<file path="src/hw/rtl/can_command_frame_validator_core_defines.svh">
// assertion macros used by the frame validator core
`ifndef CAN_COMMAND_FRAME_VALIDATOR_CORE_DEFINES_SVH
`define CAN_COMMAND_FRAME_VALIDATOR_CORE_DEFINES_SVH

// property that must hold at every edge outside reset
`define CFV_ASSERT(lbl, clk, rst_n, prop, msg) \
  lbl: assert property (@(posedge clk) disable iff (!rst_n) (prop)) else $error(msg);

// consequence that must hold at the edge after the antecedent
`define CFV_ASSERT_NEXT(lbl, clk, rst_n, ante, cons, msg) \
  lbl: assert property (@(posedge clk) disable iff (!rst_n) (ante) |=> (cons)) \
    else $error(msg);

`endif

</file>
<file path="src/hw/rtl/cfv_pkg.sv">
// types and constants of the can command frame validator
package cfv_pkg;

  // event kinds carried in the input tuser
  typedef enum logic [1:0] {
    CMD_FRAME   = 2'd0,
    CMD_TAKE    = 2'd1,
    CMD_SLOT    = 2'd2,
    CMD_RESPOND = 2'd3
  } cmd_e;

  // configuration register indexes
  typedef enum logic [1:0] {
    REG_TARGET_LIMIT = 2'd0,
    REG_CONTROL_ID   = 2'd1,
    REG_TEST_ID      = 2'd2
  } reg_idx_e;

  // link state codes
  localparam logic [1:0] LINK_READY  = 2'd0;
  localparam logic [1:0] LINK_PASSED = 2'd1;
  localparam logic [1:0] LINK_FAILED = 2'd2;

  // frame constants
  localparam logic [3:0]  FRAME_DLC    = 4'd8;
  localparam logic [31:0] PING_WORD    = 32'h474E_4950;
  localparam logic [31:0] PASS_WORD    = 32'h5353_4150;
  localparam logic [31:0] TEST_HIGH    = 32'h0000_0001;
  localparam logic [7:0]  CTRL_VERSION = 8'd1;
  localparam logic [7:0]  ENABLE_MASK  = 8'hFE;

  // register reset values
  localparam logic [14:0] TARGET_LIMIT_RST = 15'd1000;
  localparam logic [10:0] CONTROL_ID_RST   = 11'h100;
  localparam logic [10:0] TEST_ID_RST      = 11'h720;

  typedef struct packed {
    logic [14:0] target_limit;
    logic [10:0] control_frame_id;
    logic [10:0] test_request_id;
  } cfg_t;

  typedef struct packed {
    cmd_e        cmd;
    logic [10:0] frame_id;
    logic [3:0]  length_code;
    logic        fd_format;
    logic        rate_switch;
    logic [31:0] payload_low;
    logic [31:0] payload_high;
    logic        tx_accepted;
  } item_t;

  typedef struct packed {
    logic [1:0]         link_state;
    logic               reply_waiting;
    logic               send_reply;
    logic               command_waiting;
    logic               command_given;
    logic               cmd_enabled;
    logic [7:0]         cmd_sequence;
    logic signed [15:0] left_goal;
    logic signed [15:0] right_goal;
  } result_t;

endpackage

</file>
<file path="src/hw/rtl/can_command_frame_validator_core.sv">
// can command frame validator: stream usage
// one event beat in on s_axis (tuser selects the event), one result beat out
// on m_axis for every event beat. events: received frame, take command,
// transmit slot, request response. registers are set over the apb port
// (target limit at 0x0, control frame id at 0x4, test request id at 0x8)
// and should only change while no event is in flight.
// an accepted beat is held in an input register, evaluated against the link
// state and written to the result register once that register is free.
// throughput is one beat per cycle while m_axis_tready stays high, as the
// state update between the input and result registers is combinational.
// when m_axis_tready is low the result register holds its beat; one more
// input beat is still taken into the input register, after which
// s_axis_tready drops until the result is taken.
// reset clears the link to ready, drops any pending reply or command and
// restores the register defaults.
`include "can_command_frame_validator_core_defines.svh"

module can_command_frame_validator_core (
  input  logic        clk_i,
  input  logic        rst_ni,
  // event channel
  input  logic        s_axis_tvalid,
  output logic        s_axis_tready,
  // frame_id, length_code, fd_format, rate_switch, payload_low, payload_high,
  // tx_accepted, zero pad
  input  logic [87:0] s_axis_tdata,
  // cmd
  input  logic [1:0]  s_axis_tuser,
  // result channel
  output logic        m_axis_tvalid,
  input  logic        m_axis_tready,
  // link_state, reply_waiting, send_reply, command_waiting, command_given,
  // cmd_enabled, cmd_sequence, left_goal, right_goal, zero pad
  output logic [47:0] m_axis_tdata,
  // configuration port
  input  logic        psel,
  input  logic        penable,
  input  logic        pwrite,
  input  logic [3:0]  paddr,
  input  logic [31:0] pwdata,
  output logic [31:0] prdata,
  output logic        pready
);

  cfv_pkg::cfg_t    cfg;
  cfv_pkg::item_t   in_beat, in_q;
  cfv_pkg::result_t result, out_q;
  logic             in_vld_q, out_vld_q;
  logic             advance, fire;

  // input beat unpack
  assign in_beat.cmd          = cfv_pkg::cmd_e'(s_axis_tuser);
  assign in_beat.frame_id     = s_axis_tdata[10:0];
  assign in_beat.length_code  = s_axis_tdata[14:11];
  assign in_beat.fd_format    = s_axis_tdata[15];
  assign in_beat.rate_switch  = s_axis_tdata[16];
  assign in_beat.payload_low  = s_axis_tdata[48:17];
  assign in_beat.payload_high = s_axis_tdata[80:49];
  assign in_beat.tx_accepted  = s_axis_tdata[81];

  // flow control
  assign advance       = !out_vld_q || m_axis_tready;
  assign fire          = in_vld_q && advance;
  assign s_axis_tready = !in_vld_q || advance;

  cfv_regs u_regs (
    .clk_i   (clk_i),
    .rst_ni  (rst_ni),
    .psel    (psel),
    .penable (penable),
    .pwrite  (pwrite),
    .paddr   (paddr),
    .pwdata  (pwdata),
    .prdata  (prdata),
    .pready  (pready),
    .cfg_o   (cfg)
  );

  cfv_step u_step (
    .clk_i    (clk_i),
    .rst_ni   (rst_ni),
    .fire_i   (fire),
    .item_i   (in_q),
    .cfg_i    (cfg),
    .result_o (result)
  );

  // input register
  always_ff @(posedge clk_i or negedge rst_ni) begin
    if (!rst_ni) begin
      in_vld_q <= 1'b0;
    end else if (s_axis_tready) begin
      in_vld_q <= s_axis_tvalid;
    end
  end

  always_ff @(posedge clk_i) begin
    if (s_axis_tvalid && s_axis_tready) begin
      in_q <= in_beat;
    end
  end

  // result register
  always_ff @(posedge clk_i or negedge rst_ni) begin
    if (!rst_ni) begin
      out_vld_q <= 1'b0;
    end else if (advance) begin
      out_vld_q <= in_vld_q;
    end
  end

  always_ff @(posedge clk_i) begin
    if (fire) begin
      out_q <= result;
    end
  end

  // result beat pack
  assign m_axis_tvalid = out_vld_q;
  assign m_axis_tdata  = {1'b0, out_q.right_goal, out_q.left_goal, out_q.cmd_sequence,
                          out_q.cmd_enabled, out_q.command_given, out_q.command_waiting,
                          out_q.send_reply, out_q.reply_waiting, out_q.link_state};

  // checks
  `CFV_ASSERT(a_blocked_no_ready, clk_i, rst_ni, !(in_vld_q && !advance) || !s_axis_tready, "input taken while held beat is blocked")
  `CFV_ASSERT_NEXT(a_fire_loads_out, clk_i, rst_ni, fire, out_vld_q, "evaluated beat lost")
  `CFV_ASSERT(a_no_cmd_fields, clk_i, rst_ni, !(out_vld_q && !out_q.command_given) || (!out_q.cmd_enabled && out_q.cmd_sequence == 8'd0 && out_q.left_goal == 16'sd0 && out_q.right_goal == 16'sd0), "command fields set without a command")
  `CFV_ASSERT(a_sent_clears_reply, clk_i, rst_ni, !(out_vld_q && out_q.send_reply) || !out_q.reply_waiting, "reply still pending after send")
  `CFV_ASSERT(a_link_code, clk_i, rst_ni, !out_vld_q || out_q.link_state != 2'd3, "unused link state code")

endmodule

</file>
<file path="src/hw/rtl/cfv_regs.sv">
// apb configuration registers of the frame validator
module cfv_regs (
  input  logic              clk_i,
  input  logic              rst_ni,
  input  logic              psel,
  input  logic              penable,
  input  logic              pwrite,
  input  logic [3:0]        paddr,
  input  logic [31:0]       pwdata,
  output logic [31:0]       prdata,
  output logic              pready,
  output cfv_pkg::cfg_t     cfg_o
);

  cfv_pkg::cfg_t    cfg_q;
  cfv_pkg::reg_idx_e idx;
  logic             wr_en;

  assign idx    = cfv_pkg::reg_idx_e'(paddr[3:2]);
  assign pready = 1'b1;
  assign wr_en  = psel && penable && pwrite && pready;

  // register writes, index beyond the list is dropped
  always_ff @(posedge clk_i or negedge rst_ni) begin
    if (!rst_ni) begin
      cfg_q.target_limit     <= cfv_pkg::TARGET_LIMIT_RST;
      cfg_q.control_frame_id <= cfv_pkg::CONTROL_ID_RST;
      cfg_q.test_request_id  <= cfv_pkg::TEST_ID_RST;
    end else if (wr_en) begin
      case (idx)
        cfv_pkg::REG_TARGET_LIMIT: cfg_q.target_limit     <= pwdata[14:0];
        cfv_pkg::REG_CONTROL_ID:   cfg_q.control_frame_id <= pwdata[10:0];
        cfv_pkg::REG_TEST_ID:      cfg_q.test_request_id  <= pwdata[10:0];
        default: ;
      endcase
    end
  end

  // read-back
  always_comb begin
    case (idx)
      cfv_pkg::REG_TARGET_LIMIT: prdata = {17'd0, cfg_q.target_limit};
      cfv_pkg::REG_CONTROL_ID:   prdata = {21'd0, cfg_q.control_frame_id};
      cfv_pkg::REG_TEST_ID:      prdata = {21'd0, cfg_q.test_request_id};
      default:                   prdata = 32'd0;
    endcase
  end

  assign cfg_o = cfg_q;

endmodule

</file>
<file path="src/hw/rtl/cfv_step.sv">
// link state, held command and the per-event update logic
module cfv_step (
  input  logic              clk_i,
  input  logic              rst_ni,
  input  logic              fire_i,
  input  cfv_pkg::item_t    item_i,
  input  cfv_pkg::cfg_t     cfg_i,
  output cfv_pkg::result_t  result_o
);

  logic [1:0]  link_q, link_d;
  logic        reply_q, reply_d;
  logic        pend_q, pend_d;
  logic        known_q, known_d;
  logic [7:0]  last_seq_q, last_seq_d;
  logic        hold_en_q, hold_en_d;
  logic [15:0] hold_l_q, hold_l_d;
  logic [15:0] hold_r_q, hold_r_d;

  logic        frame_ok, is_test, is_ping, is_pass, ctrl_ok, in_range;
  logic [7:0]  ver, en, seq, rsv;
  logic [15:0] lraw, rraw;
  logic signed [16:0] l_ext, r_ext, lim_pos, lim_neg;

  // payload decode
  assign ver  = item_i.payload_low[7:0];
  assign en   = item_i.payload_low[15:8];
  assign seq  = item_i.payload_low[23:16];
  assign rsv  = item_i.payload_low[31:24];
  assign lraw = item_i.payload_high[15:0];
  assign rraw = item_i.payload_high[31:16];

  // frame checks
  assign frame_ok = (item_i.length_code == cfv_pkg::FRAME_DLC) && item_i.fd_format
                    && item_i.rate_switch;
  assign is_test  = item_i.frame_id == cfg_i.test_request_id;
  assign is_ping  = (item_i.payload_low == cfv_pkg::PING_WORD)
                    && (item_i.payload_high == cfv_pkg::TEST_HIGH);
  assign is_pass  = (item_i.payload_low == cfv_pkg::PASS_WORD)
                    && (item_i.payload_high == cfv_pkg::TEST_HIGH);

  // target magnitude window
  assign l_ext    = {lraw[15], lraw};
  assign r_ext    = {rraw[15], rraw};
  assign lim_pos  = {2'b00, cfg_i.target_limit};
  assign lim_neg  = -lim_pos;
  assign in_range = (l_ext <= lim_pos) && (l_ext >= lim_neg)
                    && (r_ext <= lim_pos) && (r_ext >= lim_neg);

  // control frame acceptance
  assign ctrl_ok = (item_i.frame_id == cfg_i.control_frame_id)
                   && (link_q == cfv_pkg::LINK_PASSED)
                   && (ver == cfv_pkg::CTRL_VERSION)
                   && ((en & cfv_pkg::ENABLE_MASK) == 8'd0)
                   && (rsv == 8'd0)
                   && in_range
                   && !((en == 8'd0) && ((lraw != 16'd0) || (rraw != 16'd0)))
                   && (!known_q || (seq == last_seq_q + 8'd1));

  // next state and result
  always_comb begin
    link_d     = link_q;
    reply_d    = reply_q;
    pend_d     = pend_q;
    known_d    = known_q;
    last_seq_d = last_seq_q;
    hold_en_d  = hold_en_q;
    hold_l_d   = hold_l_q;
    hold_r_d   = hold_r_q;
    result_o   = '0;
    case (item_i.cmd)
      cfv_pkg::CMD_FRAME: begin
        if (frame_ok) begin
          if (is_test) begin
            if (is_ping) begin
              reply_d = 1'b1;
            end else if (is_pass) begin
              link_d  = cfv_pkg::LINK_PASSED;
              known_d = 1'b0;
            end else begin
              link_d = cfv_pkg::LINK_FAILED;
            end
          end else if (ctrl_ok) begin
            last_seq_d = seq;
            known_d    = 1'b1;
            hold_en_d  = en[0];
            hold_l_d   = lraw;
            hold_r_d   = rraw;
            pend_d     = 1'b1;
          end
        end
      end
      cfv_pkg::CMD_TAKE: begin
        if (pend_q) begin
          result_o.command_given = 1'b1;
          result_o.cmd_enabled   = hold_en_q;
          result_o.cmd_sequence  = last_seq_q;
          result_o.left_goal     = hold_l_q;
          result_o.right_goal    = hold_r_q;
          pend_d                 = 1'b0;
        end
      end
      cfv_pkg::CMD_SLOT: begin
        if (reply_q) begin
          if (item_i.tx_accepted) begin
            result_o.send_reply = 1'b1;
            reply_d             = 1'b0;
          end else begin
            link_d = cfv_pkg::LINK_FAILED;
          end
        end
      end
      default: begin
        reply_d = 1'b1;
      end
    endcase
    result_o.link_state      = link_d;
    result_o.reply_waiting   = reply_d;
    result_o.command_waiting = pend_d;
  end

  // state registers
  always_ff @(posedge clk_i or negedge rst_ni) begin
    if (!rst_ni) begin
      link_q     <= cfv_pkg::LINK_READY;
      reply_q    <= 1'b0;
      pend_q     <= 1'b0;
      known_q    <= 1'b0;
      last_seq_q <= 8'd0;
      hold_en_q  <= 1'b0;
      hold_l_q   <= 16'd0;
      hold_r_q   <= 16'd0;
    end else if (fire_i) begin
      link_q     <= link_d;
      reply_q    <= reply_d;
      pend_q     <= pend_d;
      known_q    <= known_d;
      last_seq_q <= last_seq_d;
      hold_en_q  <= hold_en_d;
      hold_l_q   <= hold_l_d;
      hold_r_q   <= hold_r_d;
    end
  end

endmodule

</file>
<file path="config.mk">
export PLATFORM = sky130hd
export DESIGN_NAME = can_command_frame_validator_core
export DESIGN_NICKNAME = d
export VERILOG_FILES = /design/src/hw/rtl/cfv_pkg.sv /design/src/hw/rtl/can_command_frame_validator_core.sv /design/src/hw/rtl/cfv_regs.sv /design/src/hw/rtl/cfv_step.sv
export VERILOG_INCLUDE_DIRS = /design/src /design/src/hw/rtl
export SDC_FILE = /design/constraint.sdc
export NUM_CORES = 1
export LEC_CHECK = 0
export BUFFER_PORTS_ARGS = -buffer_cell sky130_fd_sc_hd__buf_2
export CAP_MARGIN = 20
export CORE_MARGIN = 2
export CORE_UTILIZATION = 30
export CTS_CLUSTER_DIAMETER = 60
export CTS_CLUSTER_SIZE = 12
export DETAILED_ROUTE_END_ITERATION = 6
export SETUP_SLACK_MARGIN = 0.1
export SYNTH_ARGS = -nofsm -noshare
export SYNTH_HDL_FRONTEND = slang
export SYNTH_SLANG_ARGS = --single-unit
</file>
<file path="constraint.sdc">
create_clock -name clk_i -period 8.07 [get_ports clk_i]
set_input_delay 1.2105 -clock clk_i [delete_from_list [all_inputs] [get_ports clk_i]]
set_output_delay 1.2105 -clock clk_i [all_outputs]
set_load 0.01 [all_outputs]
</file>
==> results.cfg, run 1 <==
[worst_setup_path]
reg2reg_from = u_regs.cfg_o[23]
cp.arrival_ps = 5790
worstSetupStartpointType = flip-flop
critical_path_class = reg2reg
path_cells = inv_1 > ha_1 > or4b_1 > nor2_1 > nand2_1 > nor4_1 > ha_1 > nor2b_1 > nor4b_1 > nand4_1 > nor4_1 > nand4_1 > a2111oi_4 > nand4_4 > buf_4 > mux2_4
end_kind = flip-flop
crit_required_ps = 8470
cp-startpoint = u_regs.cfg_o[23]
slowest_delay_ps = 540
crit_fanout = 26
slowest_stage = or4b_1

[sta]
setup_tns_ps = 0
holdWs_ps = 498
tightest_slew_ps = 957
final.setup.worst_slack_ps = 2680
finalClockSkew_ps = 21.6
final_hold_viol_count = 0
rsz0062_at_grt = no
setup_viol = 0
timing.final.crit_share = 0.668
drv_slew = 0
finalCriticalPeriod_ps = 5390
relSlewSlack = 0.359
max_freq_mhz = 185

[placed_design]
dpl.hpwl_um = 19700
dpl_worst_slack_ps = 2660
port_buffers = 171
placed_cell_area_sq_um = 11900
finalWeightedCongestion = 0.851
dp_cells = 1384

[power_and_ir_drop]
power_frac_seq = 0.449
combPwrFrac = 0.169
switching_power_mw = 0.837
peakVddDrop_mv = 0.168
p_leak_nw = 5.48
intPower_mw = 2.24
pwr-share-clk = 0.382
switching_share = 0.273
p_per_area_nw_per_um2 = 240

[cells_and_area]
area_delta_synth_final_pct = 20.8
instances_no_fill = 1436
nets = 1151
filler_cell_count = 3337
multi_input_area_sq_um = 4260
seq_area_sq_um = 6070
drive_above_1_share = 0.330
fin_area_sq_um = 12800

[min_path]
hold_start = in_vld_q
worst_hold_path_type = reg2reg

[clocking]
clk-insertion-delay-late_ps = 540
clock_sinks = 216
cts_buffer_depth = 3
post_cts_resized = 0
cts_made_buffers = 26
cts-root-buf = clkbuf_16
clk_pin_slew_ps = 60
cts_tree = done
ctsHoldBuffers = 0
h-tree-depth = 1
post-cts-setup-buffer-count = 0

[synth]
synth_warnings = 0
ys_types = 68
syn_area_per_cell_sq_um = 13.7
ys_async_sr_fraction = 0.394
synth_edf_count = 131
postSynthCellCount = 774
yosys.area.top_type = edfxtp_1
synth_seq_area_share = 0.574
netlist.area_leader.share = 0.371
ys_ff_latch = 216
synth_ff_type = edfxtp_1
syn_area_sq_um = 10600
synth_area_leaders = edfxtp_1 37%, dfrtp_1 17%, ha_1 7.1%

[flow_run]
cap_viol_max_count = 0

[run_status]
status = complete, no violations

[floorplan]
core_area_sq_um = 34600
start_util = 0.306
num_rows = 68
die-width_um = 192
io_pins = 216
dieArea_sq_um = 36800
dieHeight_um = 192

[route]
routed_wl_um = 26200
first_pass_iters = 4
num_vias = 6665
wl_per_cell_um = 18.2
wl_met3_um = 1440
via_per_inst = 4.64
drc = 0
ant_nets = 0
wl_met1_um = 12400
drtIter0Drc = 325
top_layer = met5
routed-wl-met2_um = 11700

[global_routing]
track_usage = 0.143
grt_max_degree = 85
grt_pass1_wl_um = 39600
grt_pass1_vias = 6671
antenna_found_initial = 4
grt.overflow.total = 0
## synthesized netlist by cell type, drive strengths merged, types with 19 or more instances
cell type,number
edfxtp,131
mux2,81
dfrtp,74
ha,60
and2,44
xnor2,32
nand2,31
inv,24
nor2,24
buf,23
nor4,23
a21oi,19
o21ai,19
## critical path: cells and delay by family, from the launching register on
family | cells | cell delay [ps]
flip-flops | 1 | 410
AO/OA/AOI/OAI | 1 | 350
adder cells (fa/ha/maj) | 2 | 480
multiplexers | 1 | 350
buffers and inverters | 2 | 620
AND/OR/NAND/NOR | 10 | 3020
## cell type report
cell class,instances,area share
antenna,3,0.000587
tap,455,0.0445
clock inverter,9,0.00890
timing repair buffer,177,0.0722
clock buffer,39,0.0588
sequential,216,0.475
multi-input combinational,513,0.333
inverter,24,0.00704
## kinds of logic (layout without fill, tap and decap cells)
family,Yosys count,after routing,synth area share
AO/OA/AOI/OAI,79,79,0.0516
XOR/XNOR,49,49,0.0418
adder cells (fa/ha/maj),62,62,0.0729
buffers and inverters,62,249,0.0315
flip-flops,216,216,0.574
multiplexers,92,92,0.110
other,2,22,0.000709
AND/OR/NAND/NOR,212,212,0.118
## power by group through the flow
stage          clock network (mW)  registers, mW  logic (mW)
2_1_floorplan                   0           1.38       0.354
3_3_place_gp                    0           1.40       0.507
3_5_place_dp                    0           1.40       0.519
4_1_cts                      1.21           1.38       0.522
5_1_grt                      1.26           1.39       0.588
6_report                     1.17           1.38       0.520
## metal layers
metal  global-route usage  vias up
li1                     -     3237
met1                0.202     3206
met2                0.223      184
met3               0.0280       36
met4               0.0411        2
met5                    0        -
## per-stage QoR
stage                util  power, mW
finish              0.369       3.07
global route        0.369       3.24
CTS                 0.368       3.12
detailed placement  0.343       1.92
global placement    0.343       1.91
floorplan               -       1.73
## sequential cells by signal, indices dropped and copies added (netlist names)
signal             count
u_step.pend_q          1
u_step.last_seq_q      8
u_step.hold_l_q       16
u_regs.cfg_o          37
m_axis_tdata          47
u_step.hold_en_q       1
in_q                  84
u_step.hold_r_q       16
u_step.link_q          2
m_axis_tvalid          1
in_vld_q               1
u_step.reply_q         1
u_step.known_q         1
## cell usage in the layout, fill, tap and decap left out, types with 15 or more instances in the layout
cell type	Yosys	layout
buf_2	0	170
edfxtp_1	131	131
dfrtp_1	74	74
ha_1	60	60
and2_1	43	42
mux2_2	42	42
mux2_4	39	39
xnor2_1	32	32
nand2_1	31	31
clkbuf_16	0	28
inv_1	24	23
nor2_1	24	23
nor4_1	22	22
o21ai_0	19	19
a21oi_1	19	19
conb_1	2	19
xor2_1	16	16
nor3_1	15	15
nand4_1	15	15
## final timing paths
kind | slack (ps) | to | cells after the start
max reg2reg | 2680 | u_step.hold_r_q[7] | 16
min reg2reg | 500 | m_axis_tvalid | 1
max in group asynchronous | 6310 | u_step.last_seq_q[7] | 2
min | 500 | m_axis_tvalid | 1
min in group asynchronous | 640 | u_regs.cfg_o[0] | 1
max | 2680 | u_step.hold_r_q[7] | 16
Note: power is estimated with default switching activity, not from simulation.
==> run 2, diff against run 1 <==
Clock period 8.07 ns to 5 ns, I/O delays scaled along.
==> run 2 against run 1 <==
Die area did not move. Design area down 0.63%. Global-route usage fell by 0.29 points. First-iteration DRC count decreased by 34%. Critical path depth is the same. Sequential share of layout area grew 0.30 points. Critical path type unchanged. Sequential power up 61%. Critical endpoint is now u_step.hold_l_q[7]. Highest routed layer unchanged. Non-clock buffer count increased by 1. Cell count stayed put.
==> results.cfg, run 2 (synthesized netlist as in run 1, its figures left out) <==
[power_and_ir_drop]
peakVddDrop_mv = 0.276
switching_power_mw = 1.35
switching_share = 0.280
p_leak_nw = 5.43
power_frac_seq = 0.462
combPwrFrac = 0.174
pwr-share-clk = 0.363
p_per_area_nw_per_um2 = 378
intPower_mw = 3.46

[cells_and_area]
largest_reg_flops = 84
post-route-util = 0.367
most-common-layout-cells = 170 x buf_2, 131 x edfxtp_1, 74 x dfrtp_1
layout_commonest_cell = buf_2
area_delta_synth_final_pct = 20.0
nets = 1152
drive_above_1_share = 0.331
top_register = in_q

[floorplan]
num_rows = 68
core_area_sq_um = 34600
dieHeight_um = 192
die-width_um = 192
dieArea_sq_um = 36800
start_util = 0.306
io_pins = 216

[worst_setup_path]
crit_fanout = 31
worstSetupStartpointType = flip-flop
end_kind = flip-flop
cp.arrival_ps = 4980
crit_required_ps = 5420
critical_path_class = reg2reg

[sta]
final_hold_viol_count = 0
max_freq_mhz = 219
timing.final.crit_share = 0.913
finalCriticalPeriod_ps = 4570
drv_slew = 0
finalClockSkew_ps = 15.7
setup_viol = 0
tightest_slew_ps = 942
relSlewSlack = 0.369
rsz0062_at_grt = no
setup_tns_ps = 0

[clocking]
clock_sinks = 216
ctsHoldBuffers = 0
cts_made_buffers = 26
cts_buffer_depth = 3
h-tree-depth = 1
cts_tree = done
clk-insertion-delay-late_ps = 540
post-cts-setup-buffer-count = 0
cts-root-buf = clkbuf_16
clk_pin_slew_ps = 60

[global_routing]
antenna_found_initial = 3
grt.overflow.total = 0
grt_pass1_wl_um = 38900
grt_max_degree = 55
grt_pass1_vias = 6636
track_usage = 0.140

[flow_run]
cap_viol_max_count = 0

[route]
drc = 0
ant_nets = 0
num_vias = 6667
routed_wl_um = 25700
wl_per_cell_um = 17.9
drtIter0Drc = 216
first_pass_iters = 4
via_per_inst = 4.64

[placed_design]
finalWeightedCongestion = 0.840
port_buffers = 171
dpl.hpwl_um = 19800

[min_path]
worst_hold_path_type = in2async

[run_status]
status = complete, no violations
-- run 2: power groups by stage --
| stage | clock network (mW) | registers (mW) | logic, mW |
|---|---|---|---|
| floorplan | 0 | 2.22 | 0.571 |
| global placement | 0 | 2.25 | 0.827 |
| detailed placement | 0 | 2.26 | 0.846 |
| CTS | 1.81 | 2.22 | 0.851 |
| global route | 1.88 | 2.25 | 0.956 |
| finish | 1.75 | 2.22 | 0.839 |
-- run 2: final cells by class --
cell class	count	area [sq um]
Inverter	24	90.1
Clock buffer	38	717
Antenna cell	2	5.00
Tap cell	455	569
Clock inverter	10	73.8
Fill cell	3345	21900
Multi-Input combinational cell	513	4270
Sequential cell	216	6070
Timing Repair Buffer	178	915
-- run 2: per-layer routing --
| layer | routed length (um) | share of wire | global-route usage | vias to the layer above |
|---|---|---|---|---|
| li1 | - | - | - | 3229 |
| met1 | 12300 | 0.48 | 0.198 | 3217 |
| met2 | 11500 | 0.45 | 0.218 | 173 |
| met3 | 1330 | 0.052 | 0.0285 | 46 |
| met4 | 633 | 0.025 | 0.0399 | 2 |
| met5 | 13 | 0.00051 | 0 | - |
-- run 2: worst max-delay path, cell delays in order (launching register included) --
cell and delay, ps:
dfrtp_1 410, inv_1 160, ha_1 220, or4b_1 530, nor2_1 230, nand2_1 160, nor4_2 250, ha_1 240
nor2b_1 60, nor4b_1 280, nand4_1 200, nor4_1 360, nand4_1 210, a2111oi_4 350, nand4_4 140, buf_6 240
mux2_4 350
-- run 2: stage by stage --
stage / instance area [sq um] / hold slack, ps / power, mW / setup slack, ps / instances
global placement: 11900 / 467 / 3.08 / 359 / 1386
floorplan: 10700 / 454 / 2.79 / 1190 / 791
finish: 12700 / 249 / 4.81 / 434 / 1436
detailed placement: 11900 / 481 / 3.10 / 179 / 1386
CTS: 12700 / 278 / 4.88 / 164 / 1434
global route: 12700 / 312 / 5.08 / 141 / 1436
-- run 2: what timing repair did --
| action | CTS | global route |
|---|---|---|
| endpoints found under the hold margin | 0 | 0 |
| endpoints found under the setup margin | 0 | 33 |
| gates resized for setup | 0 | 2 |
-- run 2: final timing paths --
check | from | to | slack (ps) | cells after the start
min | rst_ni | u_regs.cfg_o[2] | 250 | 1
max | u_regs.cfg_o[23] | u_step.hold_l_q[7] | 430 | 16
min reg2reg | in_vld_q | m_axis_tvalid | 500 | 1
max in group asynchronous | rst_ni | u_regs.cfg_o[30] | 3780 | 2
min in group clk_i | s_axis_tdata[23] | in_q[39] | 390 | 1
max reg2reg | u_regs.cfg_o[23] | u_step.hold_l_q[7] | 430 | 16
